--- src/sv/ic_pkg.sv ---
// ----------------------------------------------------------------------------
// ic_pkg
// shared types and constants of the inclinometer conditioning block
// ----------------------------------------------------------------------------
package ic_pkg;

    localparam int FRAC_BITS = 8;
    localparam int NUM_W     = 64;
    localparam int DEN_W     = 32;
    localparam int ITER_W    = 7;
    localparam int FILT_W    = 40;
    localparam int FNUM_W    = 44;
    localparam int TEMP_REF  = 250;
    localparam int RECIP_10  = 52429;
    localparam int RECIP_SH  = 19;

    // floor(x / 1000) = (x * RECIP_1000) >> RECIP_1000_SH for 32-bit x
    localparam logic [31:0] RECIP_1000    = 32'd2199023256;
    localparam int          RECIP_1000_SH = 41;

    localparam logic [1:0] ACT_TICK      = 2'd0;
    localparam logic [1:0] ACT_CAL_START = 2'd1;
    localparam logic [1:0] ACT_LOAD      = 2'd2;

    typedef enum logic [2:0] {
        REG_FILTER_STRENGTH,
        REG_GAIN_X,
        REG_GAIN_Y,
        REG_ALARM_LOW_X,
        REG_ALARM_HIGH_X,
        REG_ALARM_LOW_Y,
        REG_ALARM_HIGH_Y,
        REG_TEMP_COMP_ENABLE
    } t_reg_idx;

    typedef enum logic [1:0] {
        DIV_CAL,
        DIV_FLT,
        DIV_GAIN
    } t_div_op;

    typedef enum logic [3:0] {
        ST_IDLE,
        ST_ACC,
        ST_CAL_GO,
        ST_CAL_WAIT,
        ST_FLT_GO,
        ST_FLT_WAIT,
        ST_MUL,
        ST_GAIN_GO,
        ST_GAIN_WAIT,
        ST_OUT
    } t_state;

    typedef struct packed {
        logic [1:0]         action;
        logic signed [31:0] raw_x;
        logic signed [31:0] raw_y;
        logic signed [15:0] temperature;
        logic [31:0]        elapsed_ns;
    } t_req;

    typedef struct packed {
        logic signed [31:0] tilt_x;
        logic signed [31:0] tilt_y;
        logic               alarm_x;
        logic               alarm_y;
        logic               calibrating;
    } t_rsp;

    typedef struct packed {
        logic    clr;
        logic    acc;
        logic    load;
        logic    go;
        t_div_op op;
        logic    mul;
    } t_lane_cmd;

endpackage

--- src/sv/ic_div.sv ---
// ----------------------------------------------------------------------------
// ic_div
// restoring unsigned divider, one quotient bit per cycle, numerator msb first
// ----------------------------------------------------------------------------
module ic_div (
    input  logic                     i_clk,
    input  logic                     i_rst_n,
    input  logic                     i_start,
    input  logic [ic_pkg::NUM_W-1:0] i_num,
    input  logic [ic_pkg::DEN_W-1:0] i_den,
    input  logic [ic_pkg::ITER_W-1:0] i_iters,
    output logic                     o_done,
    output logic [ic_pkg::NUM_W-1:0] o_quo
);
    import ic_pkg::*;

    logic [NUM_W-1:0]  r_num;
    logic [DEN_W-1:0]  r_rem;
    logic [DEN_W-1:0]  r_den;
    logic [ITER_W-1:0] r_cnt;
    logic              r_busy;
    logic              r_done;
    logic [DEN_W:0]    w_sh;
    logic [DEN_W:0]    w_sub;
    logic              w_ge;

    assign w_sh  = {r_rem, r_num[NUM_W-1]};
    assign w_ge  = (w_sh >= {1'b0, r_den});
    assign w_sub = w_sh - {1'b0, r_den};

    always_ff @(posedge i_clk) begin
        if (!i_rst_n) begin
            r_busy <= 1'b0;
            r_done <= 1'b0;
            r_cnt  <= '0;
        end else if (i_start) begin
            r_busy <= 1'b1;
            r_done <= 1'b0;
            r_cnt  <= i_iters;
        end else if (r_busy) begin
            r_cnt <= r_cnt - 1'b1;
            if (r_cnt == ITER_W'(1)) begin
                r_busy <= 1'b0;
                r_done <= 1'b1;
            end
        end else begin
            r_done <= 1'b0;
        end
    end

    always_ff @(posedge i_clk) begin
        if (i_start) begin
            r_num <= i_num;
            r_rem <= '0;
            r_den <= i_den;
        end else if (r_busy) begin
            r_num <= {r_num[NUM_W-2:0], w_ge};
            r_rem <= w_ge ? w_sub[DEN_W-1:0] : w_sh[DEN_W-1:0];
        end
    end

    assign o_done = r_done;
    assign o_quo  = r_num;

endmodule

--- src/sv/ic_lane.sv ---
// ----------------------------------------------------------------------------
// ic_lane
// one axis: calibration sum, filter, offset and gain, compensation, alarm
// ----------------------------------------------------------------------------
module ic_lane (
    input  logic               i_clk,
    input  logic               i_rst_n,
    input  ic_pkg::t_lane_cmd  i_cmd,
    input  logic signed [31:0] i_raw,
    input  logic [2:0]         i_k,
    input  logic signed [31:0] i_gain,
    input  logic [31:0]        i_count,
    input  logic signed [31:0] i_comp,
    input  logic signed [31:0] i_alarm_lo,
    input  logic signed [31:0] i_alarm_hi,
    output logic               o_done,
    output logic signed [31:0] o_tilt,
    output logic               o_alarm
);
    import ic_pkg::*;

    logic signed [63:0]       r_sum;
    logic signed [31:0]       r_offset;
    logic signed [FILT_W-1:0] r_filt;
    logic signed [31:0]       r_v;
    logic signed [31:0]       r_prod;
    logic signed [31:0]       r_tilt;
    logic                     r_neg;
    t_div_op                  r_op;
    logic [63:0]              r_gmul;
    logic                     r_gdone;

    logic signed [FNUM_W-1:0] w_fnum;
    logic [FNUM_W-1:0]        w_fmag;
    logic [63:0]              w_smag;
    logic [31:0]              w_pmag;
    logic [NUM_W-1:0]         w_num;
    logic [DEN_W-1:0]         w_den;
    logic [ITER_W-1:0]        w_iters;
    logic                     w_neg;
    logic                     w_start;
    logic                     w_done;
    logic [NUM_W-1:0]         w_quo;
    logic signed [FILT_W-1:0] w_fnew;
    logic signed [FILT_W-1:0] w_fadj;
    logic [31:0]              w_gq;
    logic signed [31:0]       w_tilt;

    assign w_fnum = FNUM_W'(signed'({i_raw, FRAC_BITS'(0)}))
                  + FNUM_W'($signed({1'b0, i_k}) * r_filt);
    assign w_fmag = w_fnum[FNUM_W-1] ? -w_fnum : w_fnum;
    assign w_smag = r_sum[63] ? -r_sum : r_sum;
    assign w_pmag = r_prod[31] ? -r_prod : r_prod;

    always_comb begin
        unique case (i_cmd.op)
            DIV_CAL: begin
                w_neg   = r_sum[63];
                w_num   = w_smag;
                w_den   = i_count;
                w_iters = ITER_W'(NUM_W);
            end
            DIV_FLT: begin
                w_neg   = w_fnum[FNUM_W-1];
                w_num   = {w_fmag, (NUM_W-FNUM_W)'(0)};
                w_den   = DEN_W'({1'b0, i_k} + 4'd1);
                w_iters = ITER_W'(FNUM_W);
            end
            DIV_GAIN: begin
                w_neg   = r_prod[31];
                w_num   = '0;
                w_den   = DEN_W'(1);
                w_iters = ITER_W'(1);
            end
            default: begin
                w_neg   = 1'b0;
                w_num   = '0;
                w_den   = DEN_W'(1);
                w_iters = ITER_W'(1);
            end
        endcase
    end

    // division by 1000 is a reciprocal multiply, the divider is not started
    assign w_start = i_cmd.go && (i_cmd.op != DIV_GAIN);

    ic_div u_div (
        .i_clk   (i_clk),
        .i_rst_n (i_rst_n),
        .i_start (w_start),
        .i_num   (w_num),
        .i_den   (w_den),
        .i_iters (w_iters),
        .o_done  (w_done),
        .o_quo   (w_quo)
    );

    assign w_fnew = r_neg ? -signed'(w_quo[FILT_W-1:0]) : signed'(w_quo[FILT_W-1:0]);
    assign w_fadj = w_fnew + (r_neg ? FILT_W'((1 << FRAC_BITS) - 1) : FILT_W'(0));
    assign w_gq   = 32'(r_gmul[63:RECIP_1000_SH]);

    always_ff @(posedge i_clk) begin
        if (!i_rst_n) begin
            r_sum    <= '0;
            r_offset <= '0;
            r_filt   <= '0;
            r_gdone  <= 1'b0;
        end else begin
            r_gdone <= i_cmd.go && (i_cmd.op == DIV_GAIN);
            if (i_cmd.clr) begin
                r_sum <= '0;
            end else if (i_cmd.acc) begin
                r_sum <= r_sum + 64'(i_raw);
            end
            if (i_cmd.load) begin
                r_offset <= i_raw;
            end else if (w_done && r_op == DIV_CAL) begin
                r_offset <= r_neg ? -signed'(w_quo[31:0]) : signed'(w_quo[31:0]);
            end
            if (w_done && r_op == DIV_FLT) begin
                r_filt <= w_fnew;
            end
        end
    end

    always_ff @(posedge i_clk) begin
        if (i_cmd.go) begin
            r_op  <= i_cmd.op;
            r_neg <= w_neg;
        end
        if (i_cmd.go && i_cmd.op == DIV_GAIN) begin
            r_gmul <= {32'd0, w_pmag} * {32'd0, RECIP_1000};
        end
        if (w_done && r_op == DIV_FLT) begin
            r_v <= w_fadj[FRAC_BITS+31:FRAC_BITS];
        end
        if (i_cmd.mul) begin
            r_prod <= (r_v - r_offset) * i_gain;
        end
        if (r_gdone) begin
            r_tilt <= r_neg ? -signed'(w_gq) : signed'(w_gq);
        end
    end

    assign w_tilt  = r_tilt - i_comp;
    assign o_tilt  = w_tilt;
    assign o_alarm = (w_tilt < i_alarm_lo) || (w_tilt > i_alarm_hi);
    assign o_done  = w_done || r_gdone;

endmodule

--- config.mk ---
export PLATFORM = sky130hd
export DESIGN_NAME = ic_lane
export DESIGN_NICKNAME = d
export VERILOG_FILES = /design/src/sv/ic_pkg.sv /design/src/sv/ic_div.sv /design/src/sv/ic_lane.sv
export SDC_FILE = /design/constraint.sdc
export NUM_CORES = 2
export LEC_CHECK = 0
export BUFFER_PORTS_ARGS = -buffer_cell sky130_fd_sc_hd__clkbuf_2
export CORE_UTILIZATION = 55
export DETAILED_ROUTE_END_ITERATION = 8
export PLACE_DENSITY_LB_ADDON = 0.05
export SLEW_MARGIN = 20
export SYNTH_ARGS = -nofsm -noshare
export SYNTH_HDL_FRONTEND = slang
export SYNTH_HIERARCHICAL = 1
export SYNTH_SLANG_ARGS = --single-unit
--- constraint.sdc ---
create_clock -name i_clk -period 13 [get_ports i_clk]
set_clock_uncertainty 0.15 [all_clocks]
set_input_delay 2.6 -clock i_clk [delete_from_list [all_inputs] [get_ports i_clk]]
set_output_delay 2.6 -clock i_clk [all_outputs]
set_load 0.01 [all_outputs]
==> metrics.md <==
| Metric | Value |
|---|---|
| Status | finished clean |
| RSZ-0062 raised after global routing | false |
| Full die area | 119000 um2 |
| Synthesis Warnings | 6 |
| Ys async rst share | 0 |
| CTS clock-pin slew for the worst setup and hold paths | 50 ps |
| Drt drc | 0 |
| Hold Fails Final Rpt | 0 |
| Worst Path Arrival | 8700 ps |
| Reg2reg start | r_v[0] |
| EDFF count, synth | 218 |
| Most used cell, CP | a21oi_1 |
| Post-CTS Hold Buffers | 0 |
| DR WL/cell | 18.4 um |
| Longest Clk Path Bufs | 3 |
| Port bufs | 237 |
| Rows | 125 |
| DR vias | 48981 |
| Slew Limit Fails | 0 |
| PostCTS Resize Cnt | 0 |
| Post-route clock period utilization | 0.880 |
| Final hold slack | 338 ps |
| Layout fillers | 10498 |
| Setup repair bufs after CTS | 0 |
| DRT iter0 DRCs | 2683 |
| DPL Wire Length | between 100 and 150 mm |
| Critical Setup Path Class | in -> out |
| Die height | 346 um |
| Final WS setup | 1550 ps |
| Largest net degree at the start of global routing | 133 |
| Die W | about 350 um |
| First-pass GRT wire length | 266 mm |
| Worst rel slew slack | 0.218 |
| Starting Density | 0.557 |
| Post-synth top flop | edfxtp_1 |
| Req. time, crit path | 10250 ps |
| #FFs+latches synth | 396 |
| ANT nets after route | 0 |
| Top Ports | 238 |
| Setup crit start | i_comp[0] |
| Post-Synthesis Cells | 7183 |
| Synth top area cells | fa_1 24%, ha_1 17%, edfxtp_1 10% |
| Post-layout util | 0.596 |
| Core Region | around 120000 um2 |
| Clock Latency Late Sink | 640 ps |
| Post-route minimum period | 11450 ps |
| Grt ovf | 0 |
| TNS Setup | 0 ps |
| Max Fclk | just under 90 MHz |
| CP endpoint kind | primary output |
| Worst path buffer plus inverter count | 3 |
| Dpl ws | 1500 ps |
| CTS root buf | clkbuf_16 |
| Routed vias/inst | 5.51 |
| Critical path peak fanout | 3 |
| HP Class | reg -> reg |
| Initial antenna violation count | 6 |
| Startpoint types | primary input |
| Max incr delay on CP | 480 ps |
| Total wire length | 163 mm |
| Final setup violation count | 0 |
| Maxcap violations | 0 |
| Post-synthesis cell area | 65000 um2 |
| Worst-Margin Slew | 1160 ps |
| Gpl congestion | 0.960 |
| Sequential share of the synthesized area | 0.156 |
| Slowest CP cell | a2111oi_0 |
| Critical path's top delay family | compound AO/OA/AOI/OAI gates |
| Min-delay src | u_div/r_rem[4] |
| Synth cell types | 97 |
| Layout cells sized above 1 | 0.0739 |
| Num CTS Buffers | 49 |
| CTS sink count | between 300 and 400 |
| Area leader, netlist | fa_1 |
| Share of Yosys cell area claimed by the top area cell type | 0.242 |
| Vias in the first global route | 49422 |
| Area Overhead vs Synth | 7.06% |
| H-tree level count | 2 |
| Avg Synthesized Cell Area | 9.04 um2 |
| Fin nets | 9172 |
| Gr usage total | 0.278 |
| CTS tree | built |
| Drt first pass iters | 5 |
## path summary, 6_finish.rpt
| kind | end | slack, ps | cells after the start |
|---|---|---|---|
| min reg2reg | u_div/r_rem[4] | 340 | 2 |
| max reg2reg | r_prod[31] | 1600 | 47 |
| max | o_alarm | 1550 | 35 |
| min | u_div/r_rem[4] | 340 | 2 |
## final cells by class
class                      instances  area [um2]  share of cell area
clock inverter                    17         194             0.00279
inverter                        1438        5400              0.0776
clock buffer                      75        1460              0.0210
antenna                            2        5.00           0.0000720
multi-input combinational       5122       48700               0.700
timing repair buffer             313        1770              0.0254
sequential                       396       10100               0.145
tap                             1524        1910              0.0274
## synthesized netlist by cell type, types with 14 or more instances
| cell type | n |
|---|---|
| nand3_1 | 50 |
| a31oi_1 | 22 |
| o211ai_1 | 17 |
| o21bai_1 | 22 |
| edfxtp_1 | 218 |
| fa_1 | 785 |
| o22ai_1 | 15 |
| nor3_1 | 66 |
| and3_1 | 33 |
| mux2i_1 | 59 |
| a21o_1 | 113 |
| o31ai_1 | 51 |
| ha_1 | 863 |
| clkbuf_1 | 207 |
| nand2b_1 | 90 |
| mux2_2 | 67 |
| o21a_1 | 56 |
| a21oi_1 | 287 |
| nor2b_1 | 117 |
| or2_2 | 25 |
| a21boi_0 | 14 |
| xnor2_1 | 298 |
| a211oi_1 | 94 |
| inv_1 | 1436 |
| xor2_1 | 164 |
| nand4_1 | 36 |
| buf_1 | 14 |
| dfxtp_1 | 178 |
| nor2_1 | 345 |
| o41ai_1 | 29 |
| and2_1 | 435 |
| nand2_1 | 443 |
| nor4_1 | 14 |
| or3_1 | 50 |
| or4_1 | 29 |
| o211a_1 | 38 |
| o21ai_0 | 215 |
## routing by layer
metal  global-route usage  routed length (um)  part of all wire  vias up
met5                    0                   0                 0        -
met4               0.0678                4000             0.024        0
met3               0.0205                6180             0.038      196
met1                0.376               73000              0.45    24200
li1                     -                   -                 -    23592
met2                0.484               80100              0.49      993
## logic make-up (layout without fill, tap and decap cells)
family,Yosys count,in the layout,share of synthesized area
buffers and inverters,1666,1843,0.0970
XOR/XNOR,464,464,0.0630
multiplexers,126,126,0.0207
adder cells (fa/ha/maj),1648,1648,0.408
AND/OR/NAND/NOR,1790,1790,0.144
flip-flops,396,396,0.156
AO/OA/AOI/OAI,1092,1092,0.112
other,1,4,0.0000577
## state kept, by name, summed over array words and instances, names as in the netlist
register / flops
r_v: 32
r_gmul: 23
r_op: 2
r_gdone: 1
r_offset: 32
r_sum: 64
u_div/o_done: 1
u_div/r_cnt: 7
r_neg: 1
r_tilt: 32
r_prod: 32
r_filt: 40
u_div/r_busy: 1
u_div/r_rem: 32
u_div/o_quo: 64
u_div/r_den: 32
## tightest hold or removal path, delay by kind of cell, from the launching register on
family | cells | cell delay [ps]
AO/OA/AOI/OAI | 1 | 60
flip-flops | 1 | 320
AND/OR/NAND/NOR | 1 | 50
## through the flow
step | area [um2] | cells
after detailed placement | 67900 | 8793
after global placement | 67900 | 8793
after floorplan | 65000 | 7184
after CTS | 69500 | 8885
after global routing | 69500 | 8885
final | 69600 | 8887
## layout by cell type (no fill, tap or decap), types with 66 or more instances in the layout
cell      netlist  layout
edfxtp_1      218     218
buf_4           2      75
o21ai_0       215     215
mux2_2         67      67
ha_1          863     863
fa_1          785     785
dfxtp_1       178     177
xnor2_1       298     290
a21oi_1       287     287
inv_1        1436    1435
nor3_1         66      66
nand2_1       443     443
clkbuf_2        0     237
nor2_1        345     342
a211oi_1       94      94
and2_1        435     435
a21o_1        113     113
nor2b_1       117     117
xor2_1        164     159
nand2b_1       90      89
Power is not shown: default switching activity piles up to over one toggle a cycle in this logic, so the estimate is an artifact.
